`src/rtl/pcpa_pkg.sv`:
```
// Package for the PWM channel pair allocator: sizes, status codes,
// request and write-back structs shared by the control block and the top level.
// No dependencies.
package pcpa_pkg;

  // Sizing
  localparam int CHANNELS    = 16;
  localparam int MAX_PWM_PIN = 33;
  localparam int TIMERS      = (CHANNELS + 1) / 2;
  localparam int PAIR_W      = (TIMERS > 1) ? $clog2(TIMERS) : 1;
  localparam bit ODD_LAST    = (CHANNELS % 2) == 1;

  // Field widths
  localparam int PIN_W  = 6;
  localparam int FREQ_W = 26;
  localparam int RES_W  = 5;
  localparam int CHO_W  = 4;
  localparam int STS_W  = 3;

  // Memory words: owner row holds both channels of a pair, hi channel on top
  localparam int ROW_W = 2 * PIN_W;
  localparam int TMR_W = FREQ_W + RES_W;

  typedef enum logic [STS_W-1:0] {
    ST_INVALID  = 3'd0,
    ST_ATTACHED = 3'd1,
    ST_JOINED   = 3'd2,
    ST_NEWPAIR  = 3'd3,
    ST_NONE     = 3'd4
  } status_t;

  // Write-back command toward the two memories
  typedef struct packed {
    logic              owner_we;
    logic              timer_we;
    logic [PAIR_W-1:0] pair;
    logic [ROW_W-1:0]  owner_row;
    logic [TMR_W-1:0]  timer_word;
  } pcpa_wr_t;

  // Finished request toward the output register
  typedef struct packed {
    logic             done;
    logic [CHO_W-1:0] channel;
    status_t          status;
  } pcpa_res_t;

  // Channel number of (pair, lsb), kept to the low bits of the output field
  function automatic logic [CHO_W-1:0] chan_out(input logic [PAIR_W-1:0] pair,
                                                input logic lsb);
    logic [31:0] wide;
    wide = 32'({pair, lsb});
    return wide[CHO_W-1:0];
  endfunction

endpackage

```
`src/rtl/pcpa_ram.sv`:
```
// Generic single-write, single-read synchronous RAM with registered read data.
// No dependencies.
module pcpa_ram #(
  parameter int WIDTH = 8,
  parameter int DEPTH = 16
) (
  input  logic                                       clk,
  input  logic                                       we,
  input  logic [((DEPTH > 1) ? $clog2(DEPTH) : 1)-1:0] waddr,
  input  logic [WIDTH-1:0]                           wdata,
  input  logic                                       re,
  input  logic [((DEPTH > 1) ? $clog2(DEPTH) : 1)-1:0] raddr,
  output logic [WIDTH-1:0]                           rdata
);

  logic [WIDTH-1:0] mem [DEPTH];
  logic [WIDTH-1:0] rdata_r;

  always_ff @(posedge clk) begin
    if (we) begin
      mem[waddr] <= wdata;
    end
    if (re) begin
      rdata_r <= mem[raddr];
    end
  end

  assign rdata = rdata_r;

endmodule

```
`src/rtl/pcpa_ctrl.sv`:
```
// Request sequencer: walks the pair rows of the owner and timer memories,
// tracks the first hit of each rule, then writes back and finishes the request.
// Depends on pcpa_pkg.
module pcpa_ctrl
  import pcpa_pkg::*;
(
  input  logic              clk,
  input  logic              rst_n,
  input  logic              in_valid,
  output logic              in_ready,
  input  logic [PIN_W-1:0]  in_pin,
  input  logic [FREQ_W-1:0] in_freq,
  input  logic [RES_W-1:0]  in_res,
  input  logic              out_free,
  output logic              rd_en,
  output logic [PAIR_W-1:0] rd_pair,
  input  logic [ROW_W-1:0]  owner_rdata,
  input  logic [TMR_W-1:0]  timer_rdata,
  output pcpa_wr_t          wr,
  output pcpa_res_t         res
);

  typedef enum logic [2:0] {
    S_IDLE = 3'b001,
    S_SCAN = 3'b010,
    S_DONE = 3'b100
  } state_t;

  localparam logic [PAIR_W-1:0] LAST = PAIR_W'(TIMERS - 1);

  state_t state_r, state_nxt;

  // Request under work
  logic [PIN_W-1:0]  pin_r;
  logic [FREQ_W-1:0] freq_r;
  logic [RES_W-1:0]  res_r;
  logic              bad_r, bad_nxt;

  // Read issue and check stages
  logic              iss_r, iss_nxt;
  logic [PAIR_W-1:0] rd_idx_r, rd_idx_nxt;
  logic              ck_vld_r, ck_vld_nxt;
  logic [PAIR_W-1:0] ck_idx_r;

  // First hit of each rule
  logic              att_f_r, att_f_nxt;
  logic [PAIR_W-1:0] att_pair_r;
  logic              att_lsb_r;
  logic              join_f_r, join_f_nxt;
  logic [PAIR_W-1:0] join_pair_r;
  logic              join_lsb_r;
  logic [ROW_W-1:0]  join_row_r;
  logic              pair_f_r, pair_f_nxt;
  logic [PAIR_W-1:0] pair_idx_r;

  // Busy bits per channel, one pair per word
  logic [1:0] chv_r [TIMERS];

  logic             accept;
  logic             pin_ok;
  logic             busy_lo, busy_hi, hi_exists, tmatch;
  logic             att_hit, att_lsb;
  logic             join_hit, join_lsb;
  logic             pair_hit;
  logic             finish;
  logic [PIN_W-1:0] row_lo, row_hi;

  assign accept = in_valid && in_ready;
  assign pin_ok = (in_pin != '0) && (in_pin <= PIN_W'(MAX_PWM_PIN));

  // Row check on the data returned from the memories
  always_comb begin
    row_lo    = owner_rdata[PIN_W-1:0];
    row_hi    = owner_rdata[ROW_W-1:PIN_W];
    busy_lo   = chv_r[ck_idx_r][0];
    busy_hi   = chv_r[ck_idx_r][1];
    hi_exists = !(ODD_LAST && (ck_idx_r == LAST));
    tmatch    = (timer_rdata == {freq_r, res_r});
    att_hit   = (busy_lo && (row_lo == pin_r)) || (busy_hi && (row_hi == pin_r));
    att_lsb   = !(busy_lo && (row_lo == pin_r));
    join_hit  = tmatch && ((!busy_lo && busy_hi) || (hi_exists && !busy_hi && busy_lo));
    join_lsb  = busy_lo;
    pair_hit  = !busy_lo && !busy_hi;
  end

  assign finish = (state_r == S_DONE) && out_free;

  // Sequencer
  always_comb begin
    state_nxt  = state_r;
    bad_nxt    = bad_r;
    iss_nxt    = iss_r;
    rd_idx_nxt = rd_idx_r;
    ck_vld_nxt = 1'b0;
    att_f_nxt  = att_f_r;
    join_f_nxt = join_f_r;
    pair_f_nxt = pair_f_r;
    unique case (state_r)
      S_IDLE: begin
        if (accept) begin
          bad_nxt    = !pin_ok;
          iss_nxt    = pin_ok;
          rd_idx_nxt = '0;
          att_f_nxt  = 1'b0;
          join_f_nxt = 1'b0;
          pair_f_nxt = 1'b0;
          state_nxt  = pin_ok ? S_SCAN : S_DONE;
        end
      end
      S_SCAN: begin
        if (iss_r) begin
          ck_vld_nxt = 1'b1;
          if (rd_idx_r == LAST) begin
            iss_nxt = 1'b0;
          end else begin
            rd_idx_nxt = rd_idx_r + 1'b1;
          end
        end
        if (ck_vld_r) begin
          if (att_hit) att_f_nxt = 1'b1;
          if (join_hit) join_f_nxt = 1'b1;
          if (pair_hit) pair_f_nxt = 1'b1;
          if (ck_idx_r == LAST) state_nxt = S_DONE;
        end
      end
      S_DONE: begin
        if (out_free) state_nxt = S_IDLE;
      end
      default: state_nxt = S_IDLE;
    endcase
  end

  // Control registers
  always_ff @(posedge clk) begin
    if (!rst_n) begin
      state_r  <= S_IDLE;
      bad_r    <= 1'b0;
      iss_r    <= 1'b0;
      rd_idx_r <= '0;
      ck_vld_r <= 1'b0;
      att_f_r  <= 1'b0;
      join_f_r <= 1'b0;
      pair_f_r <= 1'b0;
    end else begin
      state_r  <= state_nxt;
      bad_r    <= bad_nxt;
      iss_r    <= iss_nxt;
      rd_idx_r <= rd_idx_nxt;
      ck_vld_r <= ck_vld_nxt;
      att_f_r  <= att_f_nxt;
      join_f_r <= join_f_nxt;
      pair_f_r <= pair_f_nxt;
    end
  end

  // Busy bits: cleared by reset, set on a grant that takes a free channel
  always_ff @(posedge clk) begin
    if (!rst_n) begin
      for (int i = 0; i < TIMERS; i++) begin
        chv_r[i] <= 2'b00;
      end
    end else if (finish && !bad_r && !att_f_r) begin
      if (join_f_r) begin
        chv_r[join_pair_r][join_lsb_r] <= 1'b1;
      end else if (pair_f_r) begin
        chv_r[pair_idx_r][0] <= 1'b1;
      end
    end
  end

  // Request and hit payload
  always_ff @(posedge clk) begin
    if (accept) begin
      pin_r  <= in_pin;
      freq_r <= in_freq;
      res_r  <= in_res;
    end
    ck_idx_r <= rd_idx_r;
    if (state_r == S_SCAN && ck_vld_r) begin
      if (att_hit && !att_f_r) begin
        att_pair_r <= ck_idx_r;
        att_lsb_r  <= att_lsb;
      end
      if (join_hit && !join_f_r) begin
        join_pair_r <= ck_idx_r;
        join_lsb_r  <= join_lsb;
        join_row_r  <= owner_rdata;
      end
      if (pair_hit && !pair_f_r) begin
        pair_idx_r <= ck_idx_r;
      end
    end
  end

  assign in_ready = (state_r == S_IDLE);
  assign rd_en    = (state_r == S_SCAN) && iss_r;
  assign rd_pair  = rd_idx_r;

  // Decision and write-back, rules in priority order
  always_comb begin
    wr.owner_we   = 1'b0;
    wr.timer_we   = 1'b0;
    wr.pair       = pair_idx_r;
    wr.owner_row  = {{PIN_W{1'b0}}, pin_r};
    wr.timer_word = {freq_r, res_r};
    res.done      = finish;
    res.channel   = '0;
    res.status    = ST_NONE;
    if (bad_r) begin
      res.status = ST_INVALID;
    end else if (att_f_r) begin
      res.channel = chan_out(att_pair_r, att_lsb_r);
      res.status  = ST_ATTACHED;
    end else if (join_f_r) begin
      wr.owner_we  = finish;
      wr.pair      = join_pair_r;
      wr.owner_row = join_lsb_r ? {pin_r, join_row_r[PIN_W-1:0]}
                                : {join_row_r[ROW_W-1:PIN_W], pin_r};
      res.channel  = chan_out(join_pair_r, join_lsb_r);
      res.status   = ST_JOINED;
    end else if (pair_f_r) begin
      wr.owner_we = finish;
      wr.timer_we = finish;
      res.channel = chan_out(pair_idx_r, 1'b0);
      res.status  = ST_NEWPAIR;
    end
  end

endmodule

```
`src/rtl/pwm_channel_pair_allocator_core.sv`:
```
// Top level of the PWM channel pair allocator: owner and timer memories,
// request sequencer and the result register. Depends on pcpa_pkg, pcpa_ram, pcpa_ctrl.
//
// Each request (pin, freq, res) returns one result (channel, status). Channels
// are grouped in pairs sharing one timer; a pair's two owner pins sit in one word
// of the owner memory and its frequency/resolution in one word of the timer
// memory. A request with a valid pin walks the pair rows, one row per cycle through
// the single read port, checks each returned row and writes back once the result
// register is free; an invalid pin skips the walk. One request is in work at a
// time; a new request is taken while a finished result still waits in the result
// register. Channels are never released.
module pwm_channel_pair_allocator_core
  import pcpa_pkg::*;
(
  input  logic              clk,
  input  logic              rst_n,
  input  logic              in_valid,
  output logic              in_ready,
  input  logic [PIN_W-1:0]  in_pin,
  input  logic [FREQ_W-1:0] in_freq,
  input  logic [RES_W-1:0]  in_res,
  output logic              out_valid,
  input  logic              out_ready,
  output logic [CHO_W-1:0]  out_channel,
  output logic [STS_W-1:0]  out_status
);

  logic              rd_en;
  logic [PAIR_W-1:0] rd_pair;
  logic [ROW_W-1:0]  owner_rdata;
  logic [TMR_W-1:0]  timer_rdata;
  pcpa_wr_t          wr;
  pcpa_res_t         res;
  logic              out_free;

  logic              out_valid_r;
  logic [CHO_W-1:0]  out_channel_r;
  logic [STS_W-1:0]  out_status_r;

  // Owner pins, one pair per word
  pcpa_ram #(.WIDTH(ROW_W), .DEPTH(TIMERS)) u_owner_ram (
    .clk   (clk),
    .we    (wr.owner_we),
    .waddr (wr.pair),
    .wdata (wr.owner_row),
    .re    (rd_en),
    .raddr (rd_pair),
    .rdata (owner_rdata)
  );

  // Timer frequency and resolution, one timer per word
  pcpa_ram #(.WIDTH(TMR_W), .DEPTH(TIMERS)) u_timer_ram (
    .clk   (clk),
    .we    (wr.timer_we),
    .waddr (wr.pair),
    .wdata (wr.timer_word),
    .re    (rd_en),
    .raddr (rd_pair),
    .rdata (timer_rdata)
  );

  pcpa_ctrl u_ctrl (
    .clk         (clk),
    .rst_n       (rst_n),
    .in_valid    (in_valid),
    .in_ready    (in_ready),
    .in_pin      (in_pin),
    .in_freq     (in_freq),
    .in_res      (in_res),
    .out_free    (out_free),
    .rd_en       (rd_en),
    .rd_pair     (rd_pair),
    .owner_rdata (owner_rdata),
    .timer_rdata (timer_rdata),
    .wr          (wr),
    .res         (res)
  );

  // Result register
  assign out_free = !out_valid_r || out_ready;

  always_ff @(posedge clk) begin
    if (!rst_n) begin
      out_valid_r <= 1'b0;
    end else if (res.done) begin
      out_valid_r <= 1'b1;
    end else if (out_ready) begin
      out_valid_r <= 1'b0;
    end
  end

  always_ff @(posedge clk) begin
    if (res.done) begin
      out_channel_r <= res.channel;
      out_status_r  <= res.status;
    end
  end

  assign out_valid   = out_valid_r;
  assign out_channel = out_channel_r;
  assign out_status  = out_status_r;

endmodule

```
`config.mk`:
```
export PLATFORM = sky130hd
export DESIGN_NAME = pwm_channel_pair_allocator_core
export DESIGN_NICKNAME = d
export VERILOG_FILES = /design/src/rtl/pcpa_pkg.sv /design/src/rtl/pcpa_ram.sv /design/src/rtl/pcpa_ctrl.sv /design/src/rtl/pwm_channel_pair_allocator_core.sv
export SDC_FILE = /design/constraint.sdc
export NUM_CORES = 1
export LEC_CHECK = 0
export BUFFER_PORTS_ARGS = -buffer_cell sky130_fd_sc_hd__buf_2
export CORE_MARGIN = 3
export CORE_UTILIZATION = 30
export CTS_BUF_LIST = sky130_fd_sc_hd__clkbuf_4 sky130_fd_sc_hd__clkbuf_8
export DETAILED_ROUTE_END_ITERATION = 6
export PLACE_DENSITY_LB_ADDON = 0.08
export SLEW_MARGIN = 20
export SYNTH_ARGS = -nofsm -noshare
export SYNTH_HDL_FRONTEND = slang
export SYNTH_HIERARCHICAL = 1
export SYNTH_SLANG_ARGS = --single-unit
```
`constraint.sdc`:
```
create_clock -name clk -period 4.2 [get_ports clk]
set_clock_uncertainty 0.15 [all_clocks]
set_input_delay 0 -clock clk [delete_from_list [all_inputs] [get_ports clk]]
set_output_delay 0 -clock clk [all_outputs]
set_load 0.01 [all_outputs]
```
Yosys cells after proc, flatten, opt, wreduce, memory -nomap -nowiden --
Memories as Yosys holds them, arrays and structs flattened. A register that Yosys moved wholly into a read port is not among the register bits. Index checks and enable logic that the tools add are counted.
Word-level totals: RAM bits 360, logic and storage cells 153, bits in registers 83, output and inout port bits 9, input port bits 41, memories kept 3
Memories:
- u_timer_ram.mem | depth 8, width 31, read ports 1, clocked after Yosys merged registers in 1, wr ports 1, RTL line pcpa_ram.sv:16 | logic [WIDTH-1:0] mem [DEPTH];
- u_owner_ram.mem | depth 8, width 12, read ports 1, clocked after Yosys merged registers in 1, wr ports 1, RTL line pcpa_ram.sv:16
- u_ctrl.chv_r | depth 8, width 2, read ports 1, clocked after Yosys merged registers in 1, wr ports 8, RTL line pcpa_ctrl.sv:57 | logic [1:0] chv_r [TIMERS];
Cells by class: multiplexer cells 59, reductions and logical operators 47, order comparisons 3, add/subtract/negate cells 1, equality and inequality tests 17
Operator list (number):
- 17-bit 2-to-1 mux | 2
- 31-bit equality test | 1
- 3-bit 2-to-1 mux | 10
- 1-bit 2-to-1 mux | 29
- 7-bit 2-to-1 mux | 3
- 4-bit AND reduction | 5
- 1-bit logical AND | 17
- 15-bit 2-to-1 mux | 1
- 2-bit by 1-bit != test with 1-bit output, second input constant | 7
- 6-bit equality test | 2
- 12-bit 2-to-1 mux | 1
- 2-bit 2-to-1 mux | 6
- 2-bit AND reduction | 6
- 3-bit equality test, second input constant | 3
- 1-bit zero test | 9
- 3-bit case mux with 3 select lines | 1
- 1-bit case mux with 2 select lines | 4
- 6-bit less-or-equal comparator, second input constant | 1
- 3-bit case mux with 2 select lines | 1
- 6-bit nonzero test | 1
- 2-bit OR reduction | 3
- 2-bit != test, second input constant | 2
- 2-bit nonzero test | 2
- 3-bit by 1-bit adder with 3-bit output, second input constant | 1
- other kinds (7) | 9

Depth between registers and ports, before layout --
word-level depth 11, gate-level depth with buffers 8, gate-level depth less buffers 7

Modules after synthesis --
Netlist, hierarchy kept.
Modules (own cells, without submodules):
- pcpa_ram (u_timer_ram) | sequential area each 8378.0 um2, cells each 402, area each 10531.4 um2, instances 1
- pcpa_ctrl | sequential area each 2422.3 um2, cells each 331, area each 4179.0 um2, instances 1
- pcpa_ram (u_owner_ram) | sequential area each 3243.1 um2, cells each 164, area each 4107.7 um2, instances 1
- pwm_channel_pair_allocator_core | sequential area each 230.2 um2, cells each 11, area each 259.0 um2, instances 1

Worst setup path before layout --
Ideal clock, no wire load.
kind flip-flop to flip-flop, from register u_ctrl.bad_r, to memory u_timer_ram/mem[0][0] (netlist name), enable pin, library setup time 458 ps, clock period less this slack 4248 ps, buffers on the path 2, data required time 3592 ps, cell stages (with the launch flop) 7, arrival 3640 ps, path slack -48 ps, cells stage by stage dfxtp_1 > clkbuf_1 > or3b_1 > buf_2 > mux2_2 > nand2b_1 > nor3_1
RTL lines:
- start, declared | RTL line pcpa_ctrl.sv:37 | logic bad_r, bad_nxt;
- start signal, assigned | RTL line pcpa_ctrl.sv:146 | bad_r <= bad_nxt;
- end, declared | RTL line pcpa_ram.sv:16

==> run summary <==
The critical path data required time came out at 4.37 ns. The total wirelength of the detailed-routed design is 44300 um. The cell area that synthesis handed to floorplanning was 19100 sq um. The final setup violation count is 0. The full die area is 66700 sq um. The relative slew slack is 41.7%.

The worst register-to-register path begins at u_ctrl/ck_idx_r[0]. The area of the placeable core came out at 62300 sq um. The power per cell area came out at 447 nW/um^2. At the pin with the least slew margin, the transition time is 0.874 ns.

The layer with the highest usage is met2. The area of all sequential standard cells came out at 14300 sq um. The number of violations of the max-capacitance limit came out at 0. The clock-pin slew of the registers on the worst-case setup and hold paths came out at 0.06 ns.

The register bit total from synthesis is 486. The peak fanout along the critical path came out at 16. The die width is 258 um. The global-route wire length before repair is 65900 um. Subtracting the final worst setup slack from the clock period gives 3.18 ns. Summed over all cells, the static leakage comes to 7.59 nW. The flow ran to the end, and the final reports show no timing, DRC or antenna violations. The quantity of I/O buffers inserted on ports is 49.

A synthesized cell averages 21.0 sq um. The max-slew violation count came out at 0. STA classifies the critical path endpoint as a flip-flop. Global routing consumed, on the met3 layer, 2.74% of the routing resources. The TritonCTS clock tree is built. Pin placement for this block handled 50 I/O pins. The count of final hold-check violations came to 0.

The count of distinct cell types in the synthesized netlist is 54. The endpoint identified for the worst register-to-register timing path is u_ctrl/join_row_r[7]. The post-detailed-route via-to-cell ratio is 4.61. The count of filler cells inserted in the layout is 5781. The pre-CTS setup slack came out at 0.998 ns. The final layout contains 1162 nets.

The number of instances in the synthesized netlist is 908. The multi-input logic area came out at 4600 sq um. The floorplan has 91 rows. The share of the clock period used by the worst path is 75.8%. The category of the most critical setup path is reg -> reg. The worst-case clock buffer depth came out at 3. The clock net sink count is 486.

The clock root buffer is clkbuf_8. The congestion estimate from routability-driven global placement came to 0.689. Net switching is 22.1% of the power. The post-synthesis to final-layout area growth is 20.5%. The count of nets left with antenna violations after detail routing came out at 0. Of the total power, combinational logic draws 3.3%. The most critical setup path has its startpoint at u_ctrl/ck_idx_r[0]. The data arrival time of the critical path is 3.35 ns. The HPWL after detailed placement is 25300 um. For this run the aggregate overflow at the end of global routing stands at 0. Based on the critical path, the design can be clocked at up to 314 MHz. edfxtp_1 takes more of the synthesized area than any other cell.

In this run the most critical hold path is launched from rst_n. For this configuration, the core starts out at a cell density of 30.6%. The detailed-route wire length per cell came out at 21.9 um. Counting flops with a built-in enable in the synthesized netlist gives 454. Setup total negative slack on the finished layout was measured at 0 ns. The number of antenna violations at the first check in global routing is 1. The via count of the first global-routing pass is 9925. The pin count of the biggest net entering global routing is 49. The async set-or-reset flop fraction in the synthesized netlist came out at 0%.

The net load switching power came out at 2.27 mW. The y dimension of the die is 258 um. For met1 alone, demand over resource in global routing was 19.7%.

The first-pass iteration count of the detailed router came out at 7. Setup slack closes at 1.02 ns. The number of vias in the routed layout is 9316. The net count after synthesis came out at 952. The slack of the worst reg-to-reg path came out at 1.02 ns.

The proportion of power drawn by the clock network is 42.7%. Sorting the synthesized cells by area gives the leading types as edfxtp_1, mux4_1, dfxtp_1. In the global route stage, met2 resource usage came out at 20.1%.

The sequential area share after synthesis is 74.8%. The path class of the lowest-slack min-delay path is in -> reg. The layout cell share with drive strength beyond 1 came out at 26.1%. The number of levels the H-tree was split into came out at 3. The later-pin clock latency in the skew report came out at 0.66 ns. The internal power summed over all cells is 8.00 mW. Among all flip-flop cells after synthesis, the most frequent one is edfxtp_1. The post-detailed-route DRC marker count is 0.

The share of the synthesized area in the top cell type is 71.5%. The part of the power in registers came out at 54.0%. Following the worst setup path forward leads to its endpoint at u_ctrl/join_row_r[7]. The combined global-route utilization of all metal layers came out at 13.4%. The number of gates resized after CTS came out at 0. The worst setup path is launched from a flip-flop. The maximum vdd ir drop is 0.186 mV. The number of warning messages in the yosys log is 6. In this run, the number of DRC markers left after iteration 0 of detailed routing was 481.

Setup repair after global routing left no endpoint under its margin. Measured in cells, the most critical reg-to-reg path has a length of 8. The CTS buffer count came out at 89.
## how the worst min path moves through the flow
stage	endpoint	slack, ns	cells after the start
2_1_floorplan	u_ctrl/freq_r[0]	-0.05	0
3_3_place_gp	u_ctrl/freq_r[0]	0.03	1
3_5_place_dp	u_ctrl/res_r[3]	0.03	1
4_1_cts	u_ctrl/state_r[0]	0.11	3
5_1_grt	u_ctrl/state_r[0]	0.16	3
6_report	u_ctrl/state_r[0]	0.18	3
## logic make-up after synthesis
| family | after synthesis | synth area share (%) |
|---|---|---|
| AOI/OAI and AO/OA | 48 | 1.81 |
| xor gates and xnor gates | 43 | 1.97 |
| adders and majority gates | 3 | 0.197 |
| buffers and inverters | 47 | 1.48 |
| DFF | 486 | 74.8 |
| muxes | 160 | 16.3 |
| and+or+nand+nor | 121 | 3.38 |
## stage by stage
stage                     util, %  total power [mW]  area [sq um]  hold slack, ns  instances
final                        36.9              10.3         23000           0.175       2021
after global routing         36.9              10.7         23000           0.164       2021
after CTS                    36.9              10.5         23000           0.106       2020
after detailed placement     32.9              5.93         20500          0.0281       1785
after global placement       32.9              5.93         20500          0.0266       1785
after floorplan                 -              5.77         19100         -0.0511        908
## registers in the layout, summed over array words and instances (netlist names), 3 cells and up
signal / flops
u_ctrl/freq_r: 26
u_owner_ram/mem: 96
u_ctrl/pin_r: 6
u_timer_ram/rdata: 31
u_ctrl/rd_pair: 3
u_ctrl/pair_idx_r: 3
u_ctrl/state_r: 3
u_ctrl/join_pair_r: 3
out_channel: 4
u_ctrl/ck_idx_r: 3
u_ctrl/chv_r: 16
u_ctrl/res_r: 5
u_ctrl/att_pair_r: 3
u_owner_ram/rdata: 12
u_timer_ram/mem: 248
u_ctrl/join_row_r: 12
out_status: 3
## synth_stat cells, types with 6 or more instances
cell      count
a22o_1        9
mux2i_1      13
edfxtp_1    454
nor2_1       37
buf_2         9
mux2_2       53
nand2_1      25
clkbuf_1     14
xnor2_1      39
nand4_1      11
buf_6        12
inv_1         9
mux4_2        7
mux4_1       83
a21oi_1      11
nor3_1        7
dfxtp_1      32
o21ai_1       6
o21ai_0       6
nand2b_1     11
## power by group through the flow
stage / combinational (mW) / sequential (mW) / clock, mW
global route: 0.367 / 5.56 / 4.79
finish: 0.337 / 5.54 / 4.39
floorplan: 0.187 / 5.58 / 0
detailed placement: 0.284 / 5.65 / 0
global placement: 0.285 / 5.65 / 0
CTS: 0.343 / 5.55 / 4.58
## area by class of cell
type | count | share of cell area, %
Tap cell | 837 | 4.56
Clock buffer | 125 | 6.53
Clock inverter | 31 | 0.903
Antenna cell | 1 | 0.0109
Inverter | 9 | 0.147
Timing Repair Buffer | 157 | 5.73
Sequential cell | 486 | 62.1
Multi-Input combinational cell | 375 | 20.0
## worst max-delay path, stage by stage, from the launching register on
cell	delay (ns)
dfxtp_1	0.59
mux4_2	0.57
mux2i_1	0.32
ha_1	0.24
nand4_1	0.08
nor4_1	0.36
nand2_1	0.12
nor3_2	0.13
buf_4	0.29
## repair_timing
| action | CTS | global route |
|---|---|---|
| hold buffers | 79 | 0 |
| hold endpoints to repair | 73 | 0 |
| setup endpoints to repair | 0 | 0 |
| buffers inserted | 0 | 0 |
## cells in the final DEF (no fill, tap or decap), drive strengths merged, types with 5 or more instances in the layout
cell type    netlist  final
nor4               6      6
nor3               7      7
inv                9     13
clkinv             0     23
o21ai             12     12
buf               24     78
mux4              90     90
a21oi             11     11
a22o               9      9
nor2              38     38
mux2i             14     14
nand2             25     25
xnor2             39     39
nand2b            12     12
edfxtp           454    454
nand3              5      5
nand4             11     11
dfxtp             32     32
mux2              56     56
clkbuf            14    125
dlygate4sd3        0     79
## per-layer routing
metal	routed length (um)	vias up	share of wire [%]
met3	1670	86	3.8
met5	0	-	0
li1	-	4198	-
met4	1040	0	2.3
met1	21700	4851	49
met2	19900	181	45
Note: power is estimated with default switching activity, not from simulation.
